--- src/rtl/core/pfr_pkg.sv ---
// Package for the prebuffered frame ring: sizes, request and status codes,
// item structs and the command bundle between controller and datapath.
// No dependencies.
package pfr_pkg;

  localparam int DEPTH      = 64;
  localparam int MAX_LENGTH = 65535;
  localparam int PTR_W      = $clog2(DEPTH);
  localparam int CNT_W      = $clog2(DEPTH + 1);
  localparam int CFG_W      = 7;
  localparam int ID_W       = 32;
  localparam int USER_W     = 32;
  localparam int LEN_W      = 16;
  localparam int PADDR_W    = 3;
  localparam int PDATA_W    = 32;

  typedef enum logic [1:0] {
    REQ_ADD     = 2'd0,
    REQ_GET     = 2'd1,
    REQ_RESTART = 2'd2,
    REQ_STOP    = 2'd3
  } req_kind_t;

  typedef enum logic [2:0] {
    ST_OK       = 3'd0,
    ST_STOPPED  = 3'd1,
    ST_PREBUF   = 3'd2,
    ST_EMPTY    = 3'd3,
    ST_OVERFLOW = 3'd4
  } status_t;

  typedef enum logic {
    S_IDLE,
    S_RESP
  } state_t;

  typedef struct packed {
    logic [1:0]        req_type;
    logic [ID_W-1:0]   stream_id;
    logic [USER_W-1:0] user_data;
    logic [LEN_W-1:0]  frame_length;
  } in_item_t;

  typedef struct packed {
    logic [2:0]        status;
    logic [ID_W-1:0]   out_stream_id;
    logic [USER_W-1:0] out_user_data;
    logic [LEN_W-1:0]  out_length;
    logic [CFG_W-1:0]  fill_level;
  } out_item_t;

  typedef struct packed {
    logic [ID_W-1:0]   id;
    logic [USER_W-1:0] user;
    logic [LEN_W-1:0]  len;
  } desc_t;

  typedef struct packed {
    logic [CFG_W-1:0] ring_size;
    logic [CFG_W-1:0] prebuffer_count;
  } cfg_t;

  typedef struct packed {
    logic exec;
    logic emit;
  } ctl_cmd_t;

endpackage

--- src/rtl/core/pfr_regs.sv ---
// Configuration registers of the frame ring behind an APB-style port.
// Depends on pfr_pkg.
module pfr_regs (
  input  logic                         clk,
  input  logic                         rst_n,
  input  logic                         psel,
  input  logic                         penable,
  input  logic                         pwrite,
  input  logic [pfr_pkg::PADDR_W-1:0]  paddr,
  input  logic [pfr_pkg::PDATA_W-1:0]  pwdata,
  output logic [pfr_pkg::PDATA_W-1:0]  prdata,
  output logic                         pready,
  output pfr_pkg::cfg_t                cfg
);
  import pfr_pkg::*;

  localparam logic REG_RING_SIZE = 1'b0;
  localparam logic REG_PREBUF    = 1'b1;

  logic [CFG_W-1:0] ring_size_r, ring_size_nxt;
  logic [CFG_W-1:0] prebuf_r, prebuf_nxt;
  logic             wr_en;

  assign pready = 1'b1;
  assign wr_en  = psel && penable && pwrite;

  always_comb begin
    ring_size_nxt = ring_size_r;
    prebuf_nxt    = prebuf_r;
    prdata        = '0;
    unique case (paddr[2])
      REG_RING_SIZE: begin
        if (wr_en) ring_size_nxt = pwdata[CFG_W-1:0];
        prdata = PDATA_W'(ring_size_r);
      end
      REG_PREBUF: begin
        if (wr_en) prebuf_nxt = pwdata[CFG_W-1:0];
        prdata = PDATA_W'(prebuf_r);
      end
      default: ;
    endcase
  end

  always_ff @(posedge clk) begin
    if (!rst_n) begin
      ring_size_r <= CFG_W'(DEPTH);
      prebuf_r    <= '0;
    end else begin
      ring_size_r <= ring_size_nxt;
      prebuf_r    <= prebuf_nxt;
    end
  end

  assign cfg.ring_size       = ring_size_r;
  assign cfg.prebuffer_count = prebuf_r;

endmodule

--- config.mk ---
export PLATFORM = sky130hd
export DESIGN_NAME = pfr_regs
export DESIGN_NICKNAME = d
export VERILOG_FILES = /design/src/rtl/core/pfr_pkg.sv /design/src/rtl/core/pfr_regs.sv
export SDC_FILE = /design/constraint.sdc
export NUM_CORES = 1
export LEC_CHECK = 0
export ABC_AREA = 1
export BUFFER_PORTS_ARGS = -buffer_cell sky130_fd_sc_hd__buf_2
export CAP_MARGIN = 15
export CORE_UTILIZATION = 41
export CTS_BUF_LIST = sky130_fd_sc_hd__clkbuf_8
export DETAILED_ROUTE_END_ITERATION = 7
export PLACE_DENSITY = 0.93
export SLEW_MARGIN = 20
export SYNTH_ARGS = -nofsm -noshare
export SYNTH_HDL_FRONTEND = slang
export SYNTH_SLANG_ARGS = --single-unit
--- constraint.sdc ---
create_clock -name clk -period 1.1 [get_ports clk]
set_input_delay 0.22 -clock clk [delete_from_list [all_inputs] [get_ports clk]]
set_output_delay 0.22 -clock clk [all_outputs]
set_load 0.02 [all_outputs]
* After elaboration in Yosys (flattened, before gate mapping) *
Index checks and enable logic that the tools add are counted.

storage, ports and cells
  bits in registers = 14
  latch bits = 0
  bits in writable memories = 0
  ROM bits = 0
  input bits = 40
  memories kept = 0

operators by class
  add/subtract/negate cells = 0
  multipliers = 0
  div/mod/pow operators = 0
  order comparisons = 0
  equality and inequality tests = 0
  shift-type cells = 0
  multiplexer cells = 1
  bitwise operators = 1
  reduce and logical (&&, ||, !) cells = 4

operators by type and width
  operator           count
  $pmux 32 s2        1
  $reduce_and 2->1   2
  $logic_and 1x1->1  2
  $not 1->1          1

* Logic depth before layout (Yosys ltp) *
  word-level depth = 3
  mapped depth = 6

* Worst setup path after synthesis *
OpenSTA, ideal clock, no wires.

  path kind = input to output
  start = input paddr[2] in the netlist's numbering
  end = output prdata[0] in the netlist's numbering
  arrival time = 0.740 ns
  data required time = 0.880 ns
  slack = 0.140 ns
  stages = 5
  buffers on the path = 2
  cells stage by stage = buf_6 -> inv_6 -> buf_6 -> nand2_1 -> nand2_1

between the ends
  word-level cells in the longest chain between the ends = 2

ends and longest elaborated chain
  element             RTL line        RTL
  start: declaration  pfr_regs.sv:9   input logic [pfr_pkg::PADDR_W-1:0] paddr,
  $not 1->1           n/a
  $pmux 32 s2 *       pfr_regs.sv:31  unique case (paddr[2])
  end: declaration    pfr_regs.sv:11  output logic [pfr_pkg::PDATA_W-1:0] prdata,

Mark *: on every way between the ends. The rest lies on a longest branch, timed or not. The select of a mux whose other input is x is not followed.

* Worst setup path after layout *
  start = register prebuf_r[6]
  end = output prdata[6] in the netlist's numbering

between the ends
  word-level cells in the longest chain between the ends = 1

ends and longest elaborated chain
  element                   RTL line        RTL
  start: declaration        pfr_regs.sv:21  logic [CFG_W-1:0] prebuf_r, prebuf_nxt;
  start signal: assignment  pfr_regs.sv:50  prebuf_r <= prebuf_nxt;
  $pmux 32 s2               pfr_regs.sv:31

Every way passes these cells. The select of a mux whose other input is x is not followed.

==> impl_results.md <==
- Fin Clk Skew: 0 ps
- Diodes inserted: 0
- Via count: 841
- Avg Inst Size Synth: 6.959 um2
- First-pass iteration count of the detailed router: 8
- Top Family by Delay on Critical Path: flip-flops
- Synth top area share: between 20 and 30%
- TritonCTS Buffers: 3
- Routed Antenna Nets: 0
- Via count of the first global-routing pass: between 700 and 800
- Non-filler cells in the finished layout: 199
- Post-route clock period utilization: 96.43%
- Initial core utilization: 43.10%
- Root buf cell: clkbuf_8
- Hold Slack: 216.1 ps
- LEAKAGE: slightly above 0.0006 uW
- Failing checks: design-rule violations
- Worst Setup End Kind: output port
- Layout fillers: 251
- Max FO, Critical Path: 3
- Global-route wire length before repair: 2925 um
- Achievable Freq: 942.8 MHz
- Required time reported for the critical path endpoint: roughly 880 ps
- Die X-Extent: 50.22 um
- Cell area after synthesis: 953.4 um2
- Count of maximum capacitance violations: 0
- Status: finished, violations left
- GRT Total Usage: 15.01%
- H-tree depth: 1
- Maximum number of pins on one net before global-route repair: 15
- Ranking of synthesized cells by instance count: nand2_1, buf_4, nor2_1
- Number of enable flip-flop cells after synthesis: 0
- Total Die Area: around 2500 um2
- Sequential cell area fraction in the yosys report: 29.40%
- Largest stage delay on the critical path: 340 ps
- Vias per cell: 4.226
- Post-CTS setup buffer count: 0
- Cell with the most instances after synthesis: nand2_1
- Post-Route Utilization: 49.94%
- Most used flip-flop cell after synthesis: dfxtp_1
- Summed area of non-filler cells in the final layout: 1105 um2
- Highest-delay cell along the critical path: dfxtp_2
- Min setup slack post-route: ~39 ps
- Category of the most critical setup path: reg -> out
- Placed cells: 195
- Power per cell area: 1202 nW/um2
- Count of cell types in the netlist: 16
- Die Ht: approximately 50 um
- Number of buffer cells added on primary ports: 33
- Data arrival at the endpoint of the critical path: ~840 ps
- CTS clock-pin slew for the worst setup and hold paths: 60 ps
- Buffer and inverter count on the worst path: 1
- Final Hold Violating Endpoints: 0
- Element type at the critical path start: flop
- Number of buffers between clock root and the deepest sink: 2
- Final setup violation count: 0
- Final min period: 1061 ps
- Routed wirelength normalized by instance count: 8.920 um
- Ports placed on the boundary: 87
- Detailed placer's ending HPWL: ~1300 um
- Detailed Route Iter0 Violations: 13
- Worst hold path class: in -> reg
- Flip-flop and latch count after synthesis: 14
- CTS tree: yes
- Total number of placement rows: 17
- # nets final: 212
- Max Slew Vio Count: 0
- Cell Area, Placed: 1018 um2
- Most area-hungry cell type in the Yosys netlist: dfxtp_1
- Drt drc: 1
- Cell types with the largest area share after synthesis: dfxtp_1, buf_4, nand2_1
- Number of clock sinks seen by CTS: 14
- Reg-to-reg slack, setup: 500 ps
- Fraction of final layout cells sized beyond drive strength 1: 35.09%
- Global-route congestion overflow total: 0
- Post-Syn Instances: 137
- FFs w/ async S/R, synth: 0%
- Worst vdd ir: 0.6383 mV
- Area overhead of the layout relative to synthesis: 15.88%
- Clock network latency to the later pin of the worst-skew pair: 240 ps
- Count of warnings emitted by yosys: 0
- Core Box Area: about 2200 um2
- Setup repair after global routing missed its margin: false
- Post-Place Worst Slack: -19.44 ps
- Number of antenna violations at the first check in global routing: 0
- Total Wirelength: between 1500 and 2000 um
- Cells along the critical path: nand2_1 -> nand2_1 -> buf_2
- Last weighted congestion value of the routability-driven placer: 0.7518
- Most frequent cell on the critical path: nand2_1
-- repair_timing --
action / 4_1_cts / 5_1_grt
setup endpoints to repair: 7 / 7
hold buffers: 0 / 0
endpoints found under the hold margin: 0 / 0
pin swaps: 0 / 1
gates resized for setup: 1 / 15
-- cells in the final DEF (no fill, tap or decap), drive strengths merged --
cell	instances
buf	37
nand2	36
nor2	29
conb	26
nand3	15
dfxtp	14
inv	9
clkbuf	4
o21ai	1
-- worst register-to-register path, cell delays in order (launching register included) --
cell,delay (ps)
dfxtp_1,320
nor2_1,110
nor2_1,60
-- power breakdown --
part	switching, uW	internal (uW)	total (uW)
clock	180	316	497
sequential	11.9	527	539
combinational	211	81.0	292
total	403	924	1330
-- logic make-up (layout without fill, tap and decap cells) --
| kind of cell | Yosys count | count (layout) | synth area share (%) |
|---|---|---|---|
| compound gates | 1 | 1 | 0.5244 |
| buf+inv | 40 | 50 | 30.84 |
| flops | 14 | 14 | 29.40 |
| other cells | 2 | 26 | 0.7877 |
| simple gates | 80 | 80 | 38.45 |
-- sequential cells by signal, summed over array words and instances (netlist names) --
name and cells:
prebuf_r 7, ring_size_r 7
-- worst paths after layout --
path	from	endpoint	cells after the start
setup / recovery	prebuf_r[6]$_SDFFE_PN0P_	prdata[6]	3
hold / removal	pwdata[6]	ring_size_r[6]$_SDFFE_PN1P_	3
setup reg to reg	ring_size_r[0]$_SDFFE_PN0P_	ring_size_r[0]$_SDFFE_PN0P_	2
hold reg to reg	ring_size_r[5]$_SDFFE_PN0P_	ring_size_r[5]$_SDFFE_PN0P_	2
-- routing by layer --
layer  up-vias  track usage, %  share of wire (%)
met5         -               0                  0
met4         0           7.619                  0
met3         0           2.424                6.1
met2        32           27.33                 52
met1       379           16.48                 42
li1        430               -                  -
-- area by class of cell --
| class | instances | area, um2 | area share (%) |
|---|---|---|---|
| multi-input cells | 107 | 469.2 | 42.47 |
| well taps | 28 | 35.03 | 3.171 |
| repair buffers | 37 | 216.5 | 19.59 |
| inverters | 9 | 38.79 | 3.511 |
| clock buffers | 4 | 55.05 | 4.983 |
| flip-flops and latches | 14 | 290.3 | 26.27 |
-- stage by stage --
stage | TNS [ps] | total power [uW]
2_1_floorplan | 0 | 841.1
3_3_place_gp | -151.3 | 828.7
3_5_place_dp | -103.4 | 832.7
4_1_cts | 0 | 1333
5_1_grt | 0 | 1385
6_report | 0 | 1328
Note: power is estimated with default switching activity, not from simulation.
